[src/rtl/udiv_pkg.sv]
// ----------------------------------------------------------------------------
// udiv_pkg
// Shared constants and types for the pipelined unsigned divider.
// ----------------------------------------------------------------------------
package udiv_pkg;

  localparam int IO_WIDTH = 64;

  typedef struct packed {
    logic valid;
    logic zero_div;
  } ctl_t;

endpackage

[src/rtl/udiv_step.sv]
// ----------------------------------------------------------------------------
// udiv_step
// One restoring-division step: shift in one dividend bit, trial subtract,
// record one quotient bit, register the result.
// ----------------------------------------------------------------------------
module udiv_step #(
  parameter int WIDTH = 64
) (
  input  logic              clk,
  input  logic              rst,
  input  udiv_pkg::ctl_t    ctl_in,
  input  logic [WIDTH-1:0]  rem_in,
  input  logic [WIDTH-1:0]  work_in,
  input  logic [WIDTH-1:0]  den_in,
  output udiv_pkg::ctl_t    ctl_out,
  output logic [WIDTH-1:0]  rem_out,
  output logic [WIDTH-1:0]  work_out,
  output logic [WIDTH-1:0]  den_out
);

  logic [WIDTH:0]   shifted;
  logic [WIDTH+1:0] diff;
  logic             fits;
  logic [WIDTH-1:0] rem_next;
  logic [WIDTH-1:0] work_next;

  // work holds unused dividend bits on top, quotient bits entering at bottom
  always_comb begin
    shifted   = {rem_in, work_in[WIDTH-1]};
    diff      = {1'b0, shifted} - {2'b00, den_in};
    fits      = ~diff[WIDTH+1];
    rem_next  = fits ? diff[WIDTH-1:0] : shifted[WIDTH-1:0];
    work_next = {work_in[WIDTH-2:0], fits};
  end

  always_ff @(posedge clk) begin
    if (rst) begin
      ctl_out <= '0;
    end else begin
      ctl_out <= ctl_in;
    end
  end

  always_ff @(posedge clk) begin
    rem_out  <= rem_next;
    work_out <= work_next;
    den_out  <= den_in;
  end

endmodule

[config.mk]
export PLATFORM = sky130hd
export DESIGN_NAME = udiv_step
export DESIGN_NICKNAME = d
export VERILOG_FILES = /design/src/rtl/udiv_pkg.sv /design/src/rtl/udiv_step.sv
export SDC_FILE = /design/constraint.sdc
export NUM_CORES = 1
export LEC_CHECK = 0
export ABC_AREA = 1
export BUFFER_PORTS_ARGS = -buffer_cell sky130_fd_sc_hd__buf_2
export CAP_MARGIN = 20
export CELL_PAD_IN_SITES_DETAIL_PLACEMENT = 2
export CELL_PAD_IN_SITES_GLOBAL_PLACEMENT = 2
export CORE_MARGIN = 2
export CORE_UTILIZATION = 26
export DETAILED_ROUTE_END_ITERATION = 10
export PLACE_DENSITY = 0.92
export SLEW_MARGIN = 20
export SYNTH_ARGS = -nofsm -noshare
export SYNTH_HDL_FRONTEND = slang
export SYNTH_SLANG_ARGS = --single-unit
[constraint.sdc]
create_clock -name clk -period 1.9 [get_ports clk]
set_input_delay 0.095 -clock clk [delete_from_list [all_inputs] [get_ports clk]]
set_output_delay 0.095 -clock clk [all_outputs]
set_load 0.005 [all_outputs]
; After elaboration in Yosys (flattened, before gate mapping)
; Cells that the tools add are included.
[totals]
reg_bits = 194
input_bits = 196
out_inout_bits = 194
wordCells = 8
[op_classes]
n_addsub = 1
muxes = 1
n_bitwise = 1
[ops]
columns = cell, n
row1 = $sub 65x64->66, 1
row2 = $mux 64, 1
row3 = $not 1->1, 1

; Depth between registers and ports, before layout
[logic_depth]
depth_word = 2
ltp_mapped = 19
ltp_nobuf = 17

; Worst setup path before layout
; No wires, ideal clock.
[synth_path]
kind = input to register
start = in den_in[56]
end = reg rem_out[55]
setup_time_ps = 113
arrival_ps = 1648
required_ps = 1787
path_slack_ps = 140
path_stages = 14
path_buffers = 2
path_cell_list = inv_1 ha_1 nand2_1 inv_2 a21oi_1 inv_1 o21ai_1 nand3_1 nor2_4 nand2_4 buf_8 buf_12 nand3_2 nand2_1
[synth_via]
elab_chain_cells = 2
[synth_rtl]
columns = element, line
row1 = "start, declared", udiv_step.sv:14  ; input logic [WIDTH-1:0] den_in,
row2 = $sub 65x64->66, udiv_step.sv:30  ; diff = {1'b0, shifted} - {2'b00, den_in};
row3 = $mux 64, udiv_step.sv:32  ; rem_next = fits ? diff[WIDTH-1:0] : shifted[WIDTH-1:0];
row4 = via rem_next[55], udiv_step.sv:24  ; logic [WIDTH-1:0] rem_next;
row5 = "end signal, assigned", udiv_step.sv:45  ; rem_out <= rem_next;
row6 = "end, declared", udiv_step.sv:16  ; output logic [WIDTH-1:0] rem_out,
; The timed path passes the listed nets, and every way through them passes these cells.
; A chain may end at the register's enable or synchronous reset.

; Worst setup path in the final report
[layout_path]
start = in rem_in[17]
end = reg rem_out[17]
[layout_via]
elab_chain_cells = 2
[layout_rtl]
columns = element, line
row1 = "start, declared", udiv_step.sv:12  ; input logic [WIDTH-1:0] rem_in,
row2 = $sub 65x64->66, udiv_step.sv:30
row3 = $mux 64, udiv_step.sv:32
row4 = via rem_next[17], udiv_step.sv:24
; The timed path passes the listed nets, and every way through them passes these cells.

==> flow_results.org <==
** Synth
- Cell with the most instances after synthesis :: sky130_fd_sc_hd__nand2_1
- Biggest area contributors in the synthesized netlist :: sky130_fd_sc_hd__dfxtp_1 (35%), sky130_fd_sc_hd__nand2_1 (23%), sky130_fd_sc_hd__inv_1 (13%)
- Mean post-synth cell area :: 6.296 um2
- Summed over all instances, the cell type with the most area after synthesis is sky130_fd_sc_hd__dfxtp_1.
- Share of synthesized flip-flops with an asynchronous set or reset :: 0
- The mapped netlist covers 11,040 um2.
- Counting every net in the synthesized netlist gives 2,015.
- After synthesis, the netlist uses 35 different library cells.
- Sequential cell area fraction in the yosys report :: 0.3517
- In this run, synthesis inferred 0 flip-flops with an integrated enable.
- Most frequent cells after synthesis :: sky130_fd_sc_hd__nand2_1 (689), sky130_fd_sc_hd__inv_1 (376), sky130_fd_sc_hd__dfxtp_1 (194)
- Yosys Warn Count :: 0
- The share of synthesized area in the top cell type comes to 0.3517.
- Mapped Cells :: 1,754
- Dominant synthesized flop cell :: sky130_fd_sc_hd__dfxtp_1
- Counting flops and latches in the post-synthesis netlist gives 194.

** Timing
- Subtracting the final worst setup slack from the clock period gives 2.736 ns.
- Final Hold Slack :: 0.04472 ns
- Maximum operating frequency :: 365.5 MHz
- Measured against its own limit, the worst slew margin works out to 0.6872.
- Setup repair after global routing could not meet its margin everywhere.
- Of the available clock period, the critical path in the final layout requires 1.440.
- At the pin with the least slew margin, the transition time is 0.4656 ns.
- Setup-violating endpoint count in the final report :: 65
- Count of endpoints failing hold in the final timing report :: 0
- The final count of pins violating max slew was 0.
- Worst-case setup margin in the final layout :: -0.8361 ns

** Min path
- Classification of the worst-slack hold path :: in -> reg

** Global route
- The initial antenna violation count came to 11.
- Global routing finished with a remaining overflow of 0.
- Across every metal layer, demand over resource in global routing totals 0.3696.
- Maximum number of pins on one net before global-route repair :: 46
- Global-route wire length before repair :: 119.8 mm
- Via count of the first global-routing pass :: 18.10k

** Placement
- IO Port Bufs :: 389
- Final HPWL from detailed placement :: 52.72 mm
- Routability congestion estimate from global placement :: 0.9005
- Post-DP Area :: 16,020 um2
- Worst slack, placed :: -0.6725 ns

** Floorplanning
- 390 I/O pins were placed.
- The floorplan step set the die width to 210.1 um.
- The die covers 44,140 um2.
- After floorplanning, the core was sized to cover 41,950 um2.
- In this run the core area contains 75 standard-cell rows.
- The die is 210.1 um tall.
- The initial utilization of the core area, before any placement, comes to 0.2633.

** Clocking
- The H-tree was split into 4 levels.
- Clock tree synthesis found a total of 194 sinks.
- Maximum root-to-sink buffer count :: 2
- Inserted Clock Buffers :: 17
- The cell sitting at the root of the clock tree is a sky130_fd_sc_hd__clkbuf_16.
- TritonCTS built the clock tree.
- Clock transition at the registers of the reported paths :: 0.11 ns

** Layout
- In the final layout, the multi-input gates occupy 6370 um2.
- Fraction of final layout cells sized beyond drive strength 1 :: 0.3515
- Relative area change from synthesis to final layout :: 77.10%
- Finished Cell Area :: 19,560 um2
- Utilization after layout :: 0.4662
- Summing all flip-flop and latch instances after layout gives 3884 um2.
- After filler insertion, the fill cell instance count of the layout stands at 4,878.
- At the end of the flow, the number of nets in the layout was 2,925.

** Power and ir drop
- The worst-case IR drop observed on VDD is 0.7662 mV.
- For this design the ratio of total power to cell area is 755.9 nW/um2.
- The analysis attributes to cell leakage a power of 11.14 nW.

** Critical path
- Crit. End Element :: register
- The critical path goes through buf_2, ha_1, nand2_1, nand2_1, nand2_1, nand2_1, nand2_1, nand2_1, nand2_1, nand2_2, inv_2, nand2_4, nand2_8, buf_12, clkbuf_16, nand3_1, nand2_1.
- Max Fanout on Critical Path :: 22
- STA puts the critical path data arrival time at 3.18 ns.
- CP dominant cell by count :: sky130_fd_sc_hd__nand2_1
- The worst setup path is launched from an input pin.
- The critical path is of the in -> reg type.
- For this design, the slowest cell found on the critical path is sky130_fd_sc_hd__ha_1.
- For this run, the slowest stage of the critical path takes 0.35 ns.
- For the worst setup path, the data required time is 2.34 ns.

** Run status
- The final reports fail on setup timing.
- The run finished, with violations left.

** Routing
- In this run, the number of DRC markers left after iteration 0 of detailed routing was 1,317.
- Total length of routed wires :: 101.4 mm
- DRC violation count after routing :: 0
- Per-cell routed wire length :: 31.48 um
- Initial DRT Pass Iterations :: 6
- The detail route stage leaves a number of antenna-violating nets equal to 0.
- Across all layers, the routed design uses 16.91k vias.
- Using the TritonRoute via totals, the vias-per-cell ratio works out to 5.249.

** Job
- The tool flagged a number of max-cap violations equal to 0.
[cells by family after synthesis]
logic type / after synthesis / share of synthesized area
flops: 194 / 0.3517
xor+xnor: 31 / 0.02459
buf+inv: 406 / 0.1434
compound gates: 51 / 0.02402
fa+ha+maj: 65 / 0.07433
simple gates: 1007 / 0.3819
[sequential cells by signal, summed over array words and instances (netlist names)]
signal	count
den_out	64
rem_out	64
work_out	64
ctl_out	2
[cell usage in the layout (no fill, tap or decap), types with 37 or more instances in the layout]
| cell | count |
|---|---|
| sky130_fd_sc_hd__a21oi_1 | 37 |
| sky130_fd_sc_hd__buf_2 | 389 |
| sky130_fd_sc_hd__dlygate4sd3_1 | 193 |
| sky130_fd_sc_hd__inv_1 | 369 |
| sky130_fd_sc_hd__nand2_2 | 56 |
| sky130_fd_sc_hd__buf_4 | 311 |
| sky130_fd_sc_hd__nand3_1 | 123 |
| sky130_fd_sc_hd__nand2_1 | 631 |
| sky130_fd_sc_hd__dfxtp_1 | 194 |
| sky130_fd_sc_hd__ha_1 | 38 |
| sky130_fd_sc_hd__nor2_1 | 79 |
[critical path, delay by kind of cell]
family                   cells  cell delay (ns)
AND/OR/NAND/NOR             12             2.09
adder cells (fa/ha/maj)      1             0.35
buffers and inverters        4             0.61
[report_power, final]
group / switching (mW) / internal [mW]
clock network: 2.45 / 1.83
logic: 3.47 / 2.25
registers: 0.293 / 4.49
total: 6.21 / 8.57
[path summary, 6_finish.rpt]
check	from	endpoint	slack [ns]	cells after the start
max	rem_in[17]	rem_out[17]$_DFF_P_	-0.84	17
min	rem_in[0]	rem_out[1]$_DFF_P_	0.04	3
[metal layers]
metal	GRT usage	part of all wire	vias to the layer above
met2	0.7022	0.47	999
met1	0.3749	0.36	8373
li1	-	-	7057
met3	0.06764	0.078	467
met4	0.2201	0.091	10
met5	0	0.00067	-
[through the flow]
step / power, mW / instances / setup TNS, ns
6_report: 14.78 / 3221 / -29.87
5_1_grt: 15.04 / 3217 / -28.60
4_1_cts: 13.21 / 3206 / 0
3_5_place_dp: 8.908 / 2981 / -34.55
3_3_place_gp: 8.610 / 2981 / -24.84
2_1_floorplan: 6.423 / 1754 / 0
[final cells by class]
type / count / share of cell area
Clock buffer: 17 / 0.02175
Timing Repair Buffer: 910 / 0.3347
Sequential cell: 194 / 0.1986
Multi-Input combinational cell: 1155 / 0.3257
Clock inverter: 15 / 0.01011
Inverter: 386 / 0.07408
Antenna cell: 5 / 0.0006398
Tap cell: 539 / 0.03448
[what timing repair did]
item | in CTS | in global routing
setup endpoints to repair | 45 | 65
pin swaps | 0 | 18
resized for setup | 1 | 187
buffers inserted | 0 | 6
hold endpoints to repair | 192 | 0
hold buffers | 193 | 0
cloned | 0 | 4
Power figures use the tool's default switching activity.
